--- src/tgl_pkg.sv ---
package tgl_pkg;

	localparam int MAX_CHARS_DEF = 256;
	localparam int ATLAS_COLS    = 12;
	localparam int TILE_ROWS     = 8;

	localparam logic [7:0] CODE_NL         = 8'd10;
	localparam logic [7:0] CODE_BLANK      = 8'd32;
	localparam logic [7:0] CODE_UPPER_LAST = 8'd90;
	localparam logic [7:0] CODE_PRINT_LAST = 8'd126;
	localparam logic [7:0] CODE_LOWER_A    = 8'd97;
	localparam logic [7:0] CODE_LOWER_Z    = 8'd122;
	localparam logic [7:0] CASE_FOLD       = 8'd32;

	localparam int CFG_IDX_W  = 3;
	localparam int CFG_DATA_W = 9;

	localparam logic [7:0] ADVANCE_X_RST = 8'd6;
	localparam logic [7:0] ADVANCE_Y_RST = 8'd6;
	localparam logic [7:0] GLYPH_W_RST   = 8'd5;
	localparam logic [7:0] GLYPH_H_RST   = 8'd5;
	localparam logic [8:0] CAPACITY_RST  = 9'd256;

	typedef enum logic [CFG_IDX_W-1:0] {
		REG_FONT_MODE = 3'd0,
		REG_ADVANCE_X = 3'd1,
		REG_ADVANCE_Y = 3'd2,
		REG_GLYPH_W   = 3'd3,
		REG_GLYPH_H   = 3'd4,
		REG_CAPACITY  = 3'd5
	} cfg_reg_t;

	typedef enum logic {
		FONT_UPPER = 1'b0,
		FONT_PRINT = 1'b1
	} font_mode_t;

	typedef struct packed {
		logic       font_mode;
		logic [7:0] advance_x;
		logic [7:0] advance_y;
		logic [7:0] glyph_w;
		logic [7:0] glyph_h;
		logic [8:0] capacity;
	} tgl_cfg_t;

	// What stage 2 needs to know about an item besides the multiplier operands.
	typedef struct packed {
		logic       is_size;
		logic       visible;
		logic       has_size;
		logic [3:0] tile_col;
		logic [2:0] tile_row;
	} tgl_item_t;

	function automatic logic [6:0] glyph_index(input logic [7:0] code, input logic mode);
		logic [7:0] c;
		logic [7:0] last;
		c = code;
		if (c == CODE_NL) begin
			c = CODE_BLANK;
		end
		if (mode == FONT_UPPER) begin
			if (c >= CODE_LOWER_A && c <= CODE_LOWER_Z) begin
				c = c - CASE_FOLD;
			end
			last = CODE_UPPER_LAST;
		end else begin
			last = CODE_PRINT_LAST;
		end
		if (c < CODE_BLANK || c > last) begin
			c = CODE_BLANK;
		end
		return 7'(c - CODE_BLANK);
	endfunction

	// Divide by the atlas width with a row of threshold compares.
	function automatic logic [2:0] tile_row_of(input logic [6:0] idx);
		logic [2:0] r;
		r = '0;
		for (int k = 1; k < TILE_ROWS; k++) begin
			if (idx >= 7'(k * ATLAS_COLS)) begin
				r = r + 3'd1;
			end
		end
		return r;
	endfunction

	function automatic logic [3:0] tile_col_of(input logic [6:0] idx);
		logic [2:0] r;
		logic [6:0] base;
		r = tile_row_of(idx);
		base = 7'(r) * 7'(ATLAS_COLS);
		return 4'(idx - base);
	endfunction

endpackage

--- src/tgl_cfg_regs.sv ---
module tgl_cfg_regs
	import tgl_pkg::*;
(
	input  logic                  clk,
	input  logic                  arst_n,
	input  logic                  cfg_wen,
	input  logic [CFG_IDX_W-1:0]  cfg_index,
	input  logic [CFG_DATA_W-1:0] cfg_data,
	output tgl_cfg_t              cfg
);

	tgl_cfg_t cfg_q;

	always_ff @(posedge clk or negedge arst_n) begin
		if (!arst_n) begin
			cfg_q.font_mode <= FONT_UPPER;
			cfg_q.advance_x <= ADVANCE_X_RST;
			cfg_q.advance_y <= ADVANCE_Y_RST;
			cfg_q.glyph_w   <= GLYPH_W_RST;
			cfg_q.glyph_h   <= GLYPH_H_RST;
			cfg_q.capacity  <= CAPACITY_RST;
		end else if (cfg_wen) begin
			case (cfg_index)
				REG_FONT_MODE: cfg_q.font_mode <= cfg_data[0];
				REG_ADVANCE_X: cfg_q.advance_x <= cfg_data[7:0];
				REG_ADVANCE_Y: cfg_q.advance_y <= cfg_data[7:0];
				REG_GLYPH_W:   cfg_q.glyph_w   <= cfg_data[7:0];
				REG_GLYPH_H:   cfg_q.glyph_h   <= cfg_data[7:0];
				REG_CAPACITY:  cfg_q.capacity  <= cfg_data[8:0];
				default: begin
					// unknown index: ignore
				end
			endcase
		end
	end

	assign cfg = cfg_q;

endmodule

--- src/tgl_track.sv ---
module tgl_track
	import tgl_pkg::*;
#(
	parameter int MAX_CHARS = MAX_CHARS_DEF,
	parameter int CNT_W     = $clog2(MAX_CHARS + 1)
) (
	input  logic             clk,
	input  logic             arst_n,
	input  tgl_cfg_t         cfg,
	input  logic             in_fire,
	input  logic             req_type,
	input  logic [7:0]       char_code,
	output tgl_item_t        item_s1,
	output logic [CNT_W-1:0] mul_a_s1,
	output logic [CNT_W-1:0] mul_b_s1
);

	localparam int LIM_W = (CNT_W > 9) ? CNT_W : 9;

	logic [CNT_W-1:0] cur_col_q, cur_row_q, widest_q, count_q;
	logic [CNT_W-1:0] next_col;
	logic [LIM_W-1:0] cap_ext, max_ext, limit, count_ext;
	logic             full;
	logic             is_nl;
	logic [6:0]       idx;
	tgl_item_t        item_d;

	assign cap_ext   = LIM_W'(cfg.capacity);
	assign max_ext   = LIM_W'(MAX_CHARS);
	assign limit     = (cap_ext < max_ext) ? cap_ext : max_ext;
	assign count_ext = LIM_W'(count_q);
	assign full      = (count_ext >= limit);
	assign is_nl     = (char_code == CODE_NL);
	assign next_col  = is_nl ? '0 : cur_col_q + CNT_W'(1);
	assign idx       = glyph_index(char_code, cfg.font_mode);

	always_ff @(posedge clk or negedge arst_n) begin
		if (!arst_n) begin
			cur_col_q <= '0;
			cur_row_q <= '0;
			widest_q  <= '0;
			count_q   <= '0;
		end else if (in_fire) begin
			if (req_type) begin
				cur_col_q <= '0;
				cur_row_q <= '0;
				widest_q  <= '0;
				count_q   <= '0;
			end else if (!full) begin
				cur_col_q <= next_col;
				if (is_nl) begin
					cur_row_q <= cur_row_q + CNT_W'(1);
				end
				if (next_col > widest_q) begin
					widest_q <= next_col;
				end
				count_q <= count_q + CNT_W'(1);
			end
		end
	end

	always_comb begin
		item_d.is_size  = req_type;
		item_d.visible  = !req_type && !full;
		item_d.has_size = req_type && (widest_q != '0);
		item_d.tile_col = tile_col_of(idx);
		item_d.tile_row = tile_row_of(idx);
	end

	always_ff @(posedge clk) begin
		if (in_fire) begin
			item_s1  <= item_d;
			mul_a_s1 <= req_type ? widest_q - CNT_W'(1) : cur_col_q;
			mul_b_s1 <= cur_row_q;
		end
	end

	a_end_clears: assert property (@(posedge clk) disable iff (!arst_n)
		in_fire && req_type |=> cur_col_q == '0 && cur_row_q == '0 && widest_q == '0
			&& count_q == '0)
		else $error("counters not cleared after end of string");

	a_count_bound: assert property (@(posedge clk) disable iff (!arst_n)
		count_q <= CNT_W'(MAX_CHARS))
		else $error("character count above its limit");

	a_col_in_widest: assert property (@(posedge clk) disable iff (!arst_n)
		cur_col_q <= widest_q)
		else $error("current column beyond widest column");

	a_drop_holds: assert property (@(posedge clk) disable iff (!arst_n)
		in_fire && !req_type && full |=> $stable(count_q) && $stable(cur_col_q)
			&& $stable(cur_row_q))
		else $error("dropped character changed the counters");

endmodule

--- src/tgl_place.sv ---
module tgl_place
	import tgl_pkg::*;
#(
	parameter int CNT_W = $clog2(MAX_CHARS_DEF + 1)
) (
	input  logic             clk,
	input  logic             load,
	input  tgl_cfg_t         cfg,
	input  tgl_item_t        item_s1,
	input  logic [CNT_W-1:0] mul_a_s1,
	input  logic [CNT_W-1:0] mul_b_s1,
	output logic             is_size_s2,
	output logic             visible_s2,
	output logic [3:0]       tile_col_s2,
	output logic [2:0]       tile_row_s2,
	output logic [15:0]      pos_x_s2,
	output logic [15:0]      pos_y_s2,
	output logic [15:0]      text_w_s2,
	output logic [15:0]      text_h_s2
);

	localparam int PROD_W = CNT_W + 8;
	localparam int SUM_W  = (CNT_W + 9 > 17) ? CNT_W + 9 : 17;

	logic [PROD_W-1:0] prod_x, prod_y;
	logic [SUM_W-1:0]  sum_x, sum_y;
	logic [15:0]       val_x, val_y;

	assign prod_x = PROD_W'(mul_a_s1) * PROD_W'(cfg.advance_x);
	assign prod_y = PROD_W'(mul_b_s1) * PROD_W'(cfg.advance_y);
	assign sum_x  = SUM_W'(prod_x) + (item_s1.is_size ? SUM_W'(cfg.glyph_w) : '0);
	assign sum_y  = SUM_W'(prod_y) + (item_s1.is_size ? SUM_W'(cfg.glyph_h) : '0);
	assign val_x  = (sum_x > SUM_W'(16'hFFFF)) ? 16'hFFFF : sum_x[15:0];
	assign val_y  = (sum_y > SUM_W'(16'hFFFF)) ? 16'hFFFF : sum_y[15:0];

	always_ff @(posedge clk) begin
		if (load) begin
			is_size_s2  <= item_s1.is_size;
			visible_s2  <= item_s1.visible;
			tile_col_s2 <= item_s1.visible ? item_s1.tile_col : '0;
			tile_row_s2 <= item_s1.visible ? item_s1.tile_row : '0;
			pos_x_s2    <= item_s1.visible ? val_x : '0;
			pos_y_s2    <= item_s1.visible ? val_y : '0;
			text_w_s2   <= item_s1.has_size ? val_x : '0;
			text_h_s2   <= item_s1.has_size ? val_y : '0;
		end
	end

endmodule

--- src/text_glyph_layout_core.sv ---
// Text layout for a tiled bitmap font. Feed a string one character per request
// (s_tuser 0, byte in s_tdata) and close it with an end request (s_tuser 1).
// Each character returns one placement: the tile in a 12-column atlas and the
// pen position column*advance_x, row*advance_y. A newline places a blank tile
// and moves the pen to the start of the next line; codes outside the selected
// font become blank, and in the uppercase font lowercase folds to uppercase.
// Once min(capacity, MAX_CHARS) characters are placed, further ones come back
// with visible 0 and all other fields 0. The end request returns the bounding
// size (m_tuser 1), zero for an empty string, and clears the counters. All
// pixel values saturate at 65535. Throughput is one request per cycle unless
// m_tready holds the result: the column, row and count registers take a single
// add and compare per request, and the position multipliers sit one register
// later. Write configuration only while no request is in flight.
module text_glyph_layout_core
	import tgl_pkg::*;
#(
	parameter int MAX_CHARS = MAX_CHARS_DEF
) (
	input  logic                  clk,
	input  logic                  arst_n,
	// configuration write port
	input  logic                  cfg_wen,
	input  logic [CFG_IDX_W-1:0]  cfg_index,
	input  logic [CFG_DATA_W-1:0] cfg_data,
	// request side
	input  logic                  s_tvalid,
	output logic                  s_tready,
	input  logic [7:0]            s_tdata,   // [7:0] char_code
	input  logic                  s_tuser,   // [0] req_type
	// result side
	output logic                  m_tvalid,
	input  logic                  m_tready,
	output logic [71:0]           m_tdata,   // [0] visible, [4:1] tile_col, [7:5] tile_row,
	                                         // [23:8] pos_x, [39:24] pos_y,
	                                         // [55:40] text_w, [71:56] text_h
	output logic                  m_tuser    // [0] is_size
);

	localparam int CNT_W = $clog2(MAX_CHARS + 1);

	tgl_cfg_t         cfg;
	tgl_item_t        item_s1;
	logic [CNT_W-1:0] mul_a_s1, mul_b_s1;
	logic             s1_valid_q, out_valid_q;
	logic             advance, in_fire;
	logic             is_size_s2, visible_s2;
	logic [3:0]       tile_col_s2;
	logic [2:0]       tile_row_s2;
	logic [15:0]      pos_x_s2, pos_y_s2, text_w_s2, text_h_s2;

	// The result register moves whenever it is empty or being taken; stage 1
	// accepts a new request when it is empty or is moving into the result register.
	assign advance  = !out_valid_q || m_tready;
	assign s_tready = !s1_valid_q || advance;
	assign in_fire  = s_tvalid && s_tready;

	always_ff @(posedge clk or negedge arst_n) begin
		if (!arst_n) begin
			s1_valid_q  <= 1'b0;
			out_valid_q <= 1'b0;
		end else begin
			if (in_fire) begin
				s1_valid_q <= 1'b1;
			end else if (advance) begin
				s1_valid_q <= 1'b0;
			end
			if (advance) begin
				out_valid_q <= s1_valid_q;
			end
		end
	end

	tgl_cfg_regs u_cfg (
		.clk       (clk),
		.arst_n    (arst_n),
		.cfg_wen   (cfg_wen),
		.cfg_index (cfg_index),
		.cfg_data  (cfg_data),
		.cfg       (cfg)
	);

	// Stage 1: update the pen counters and look up the tile.
	tgl_track #(
		.MAX_CHARS (MAX_CHARS),
		.CNT_W     (CNT_W)
	) u_track (
		.clk       (clk),
		.arst_n    (arst_n),
		.cfg       (cfg),
		.in_fire   (in_fire),
		.req_type  (s_tuser),
		.char_code (s_tdata),
		.item_s1   (item_s1),
		.mul_a_s1  (mul_a_s1),
		.mul_b_s1  (mul_b_s1)
	);

	// Stage 2: scale to pixels, saturate and hold the result.
	tgl_place #(
		.CNT_W (CNT_W)
	) u_place (
		.clk         (clk),
		.load        (advance && s1_valid_q),
		.cfg         (cfg),
		.item_s1     (item_s1),
		.mul_a_s1    (mul_a_s1),
		.mul_b_s1    (mul_b_s1),
		.is_size_s2  (is_size_s2),
		.visible_s2  (visible_s2),
		.tile_col_s2 (tile_col_s2),
		.tile_row_s2 (tile_row_s2),
		.pos_x_s2    (pos_x_s2),
		.pos_y_s2    (pos_y_s2),
		.text_w_s2   (text_w_s2),
		.text_h_s2   (text_h_s2)
	);

	assign m_tvalid = out_valid_q;
	assign m_tuser  = is_size_s2;
	assign m_tdata  = {text_h_s2, text_w_s2, pos_y_s2, pos_x_s2,
	                   tile_row_s2, tile_col_s2, visible_s2};

endmodule
--- config.mk ---
export PLATFORM = sky130hd
export DESIGN_NAME = text_glyph_layout_core
export DESIGN_NICKNAME = d
export VERILOG_FILES = /design/src/tgl_pkg.sv /design/src/tgl_cfg_regs.sv /design/src/tgl_track.sv /design/src/tgl_place.sv /design/src/text_glyph_layout_core.sv
export SDC_FILE = /design/constraint.sdc
export NUM_CORES = 1
export LEC_CHECK = 0
export ABC_AREA = 1
export BUFFER_PORTS_ARGS = -buffer_cell sky130_fd_sc_hd__buf_2
export CAP_MARGIN = 20
export CORE_MARGIN = 1
export CORE_UTILIZATION = 55
export CTS_BUF_LIST = sky130_fd_sc_hd__clkbuf_4
export DETAILED_ROUTE_END_ITERATION = 10
export PLACE_DENSITY = 0.74
export SYNTH_ARGS = -nofsm -noshare
export SYNTH_HDL_FRONTEND = slang
export SYNTH_HIERARCHICAL = 1
export SYNTH_SLANG_ARGS = --single-unit
--- constraint.sdc ---
create_clock -name clk -period 4.65 [get_ports clk]
set_clock_uncertainty 0.05 [all_clocks]
set_input_delay 0.6975 -clock clk [delete_from_list [all_inputs] [get_ports clk]]
set_output_delay 0.6975 -clock clk [all_outputs]
set_load 0.03 [all_outputs]
==> impl_results.md <==
- Post-synth EDFFs: 101
- VDD IR max: 431 uV
- Fin crit share: 0.998
- Status: finished, final reports clean
- Main synth FF type: edfxtp_1
- Total CTS buffers: 17
- Site Rows: 60
- Kind of critical path: input port to flip-flop
- Yosys top cell by area: edfxtp_1
- Power per cell area: 568 mW/mm^2
- CP startpoint kind: input port
- Initial Utilization: 0.559
- Clk pin slew, worst setup/hold paths: 200 ps
- Clk Latency, worst-skew pair: 580 ps
- Post-Syn Instances: 1,876
- DR vias: 12,300
- CTS sink cnt: 181
- Top cells by area, synth: edfxtp_1, nand2_1, fa_1
- Critical-path top delay cell: ha_4
- Die height: 168 um
- Vias per cell: 5.02
- Drt pass-1 iters: 5
- Total Nets Final: 2,340
- Final setup viols: 0
- Mapped Area: 0.0151 sq mm
- Area share of the largest cell type after synthesis: 0.201
- Setup_tns: 0 ps
- H-tree depth: 4
- Total power: 10.5 mW
- IO Pins: 101
- Post-layout min period: 4640 ps
- DRC violations left: 0
- Placed cell area: 0.0167 sq mm
- Cell variety after synth: 54
- Sequential share of the synthesized area: 0.335
- Clk buf depth: 2
- Mapped Nets: 2,121
- Layout cell share with drive strength beyond 1: 0.261
- Post-Place Setup Slack: -829 ps
- Die W: 168 um
- Hold_ws: 203 ps
- Vias in the first global route: 11,700
- Hold Violations, Final: 0
- Post-route ant nets: 0
- Pins Over Slew Limit: 0
- Dpl cells: 2,368
- Crit end category: flip-flop
- Drt wl/cell: 13.8 um
- Reg-to-reg slack, setup: 130 ps
- Cell with the most instances after synthesis: nand2_1
- Final core occ: 0.684
- Max Freq: 0.215 GHz
- DIE AREA: 0.0281 sq mm
- Core area: 0.0270 sq mm
- Design area: 0.0184 sq mm
- Most instantiated cells after synthesis: nand2_1, inv_1, ha_1
- Synth warn: 6
- Min-delay worst type: input port to flip-flop
- First-pass GRT wire length: 54,200 um
- Iteration-0 DRC Markers: 742
- CP max stage delay: 290 ps
- Grt ovf: 0
- Most used cell, CP: nand2_4
- CP required: 5070 ps
- Fraction of registers with async set/reset: 0.442
- HPWL after detailed placement: 24,600 um
- RSZ-0062 raised after global routing: true
- Port bufs: 100
- Final Instance Count excl. Fillers: 2,450
- Final Worst Setup Slack: 7.44 ps
- Max-cap viol count: 0
- Total track usage: 0.237
- Pin count of the biggest net entering global routing: 81
- Initial antenna violation count: 1
- Post-Syn Area per Cell: 8.04 sq um
- Placer congestion estimate: 0.865
- Slew @ Worst Pin: 919 ps
- Slew HR: 0.387
- FF+latch count, synth: 181
- Leakage: 10.5 nW
- Area delta synth->final: 22.2%
- Crit path max fanout: 4
- Post-Route WL: 33,900 um
- TritonCTS clock tree: yes
- Critical path data arrival time: 5060 ps
- Clk root buf: clkbuf_4
## critical path, delay by kind of cell
kind,cells,cell delay [ps]
and+or+nand+nor,19,2020
AOI/OAI and AO/OA,1,170
buffers and inverters,8,930
adders and majority gates,5,1250
## per-layer routing
metal	global-route usage	vias up	routed length [um]
li1	-	6141	-
met1	0.327	5745	15300
met2	0.390	352	16300
met3	0.0336	59	1660
met4	0.0666	0	678
met5	0	-	0
## state kept, by name, indices dropped and copies added, names as in the netlist, 10 cells and up
name / cells
u_track/item_s1: 10
u_cfg/cfg: 42
u_place/pos_y_s2: 16
u_place/text_w_s2: 16
u_place/text_h_s2: 16
u_place/pos_x_s2: 16
## repair_timing
action | 4_1_cts | 5_1_grt
pin swaps | 29 | 107
setup endpoints to repair | 37 | 67
gates cloned | 2 | 2
gates resized for setup | 30 | 183
hold buffers | 0 | 1
hold endpoints to repair | 0 | 21
setup buffers | 22 | 21
## worst paths after layout
kind / endpoint / start / depth (start not counted)
max: u_track/item_s1[6] / s_tdata[4] / 33
max in group asynchronous: u_cfg/cfg[9] / arst_n / 3
max reg2reg: u_place/pos_x_s2[1] / u_track/mul_a_s1[6] / 19
min: u_cfg/cfg[8] / cfg_data[8] / 3
min in group asynchronous: u_cfg/cfg[2] / arst_n / 2
min reg2reg: u_cfg/cfg[11] / u_cfg/cfg[11] / 2
## cells in the final DEF (no fill, tap or decap), types with 10 or more instances in the layout
cell      count
nand2_1     494
inv_1       427
buf_4       144
edfxtp_1    101
fa_1         94
buf_2        91
ha_1         90
nand3_1      67
nor2_1       63
dfrtp_1      62
nand2_2      46
nand3_2      37
a21oi_1      32
o21ai_0      28
nand2_4      25
inv_2        25
ha_4         24
clkbuf_4     18
nor3_1       15
o22ai_1      15
buf_6        12
nor2_4       12
nand4_1      12
nor2_2       10
## kinds of logic (layout without fill, tap and decap cells)
kind of cell,Yosys count,after routing,synth area share
buffers and inverters,524,754,0.135
XOR/XNOR,20,20,0.0116
flip-flops,181,181,0.335
other,0,1,0
adder cells (fa/ha/maj),219,219,0.232
AO/OA/AOI/OAI,107,107,0.0417
AND/OR/NAND/NOR,825,827,0.246
## layout make-up
class	instances	area, sq um
fillers	2061	8520
clock buffers	17	128
flip-flops and latches	181	5060
diodes	1	2.50
repair buffers	255	1820
multi-input cells	1173	8970
clock inverters	15	176
inverters	466	1830
well taps	341	427
repair inverters	1	11.3
## power by group
group	total, mW	switching [mW]	leakage (nW)	internal, mW
Combinational	7.11	4.00	8.31	3.11
Sequential	2.45	0.217	2.02	2.23
Clock	0.917	0.657	0.167	0.259
Total	10.5	4.87	10.5	5.60
No activity file was read; power rests on OpenSTA's default activity.
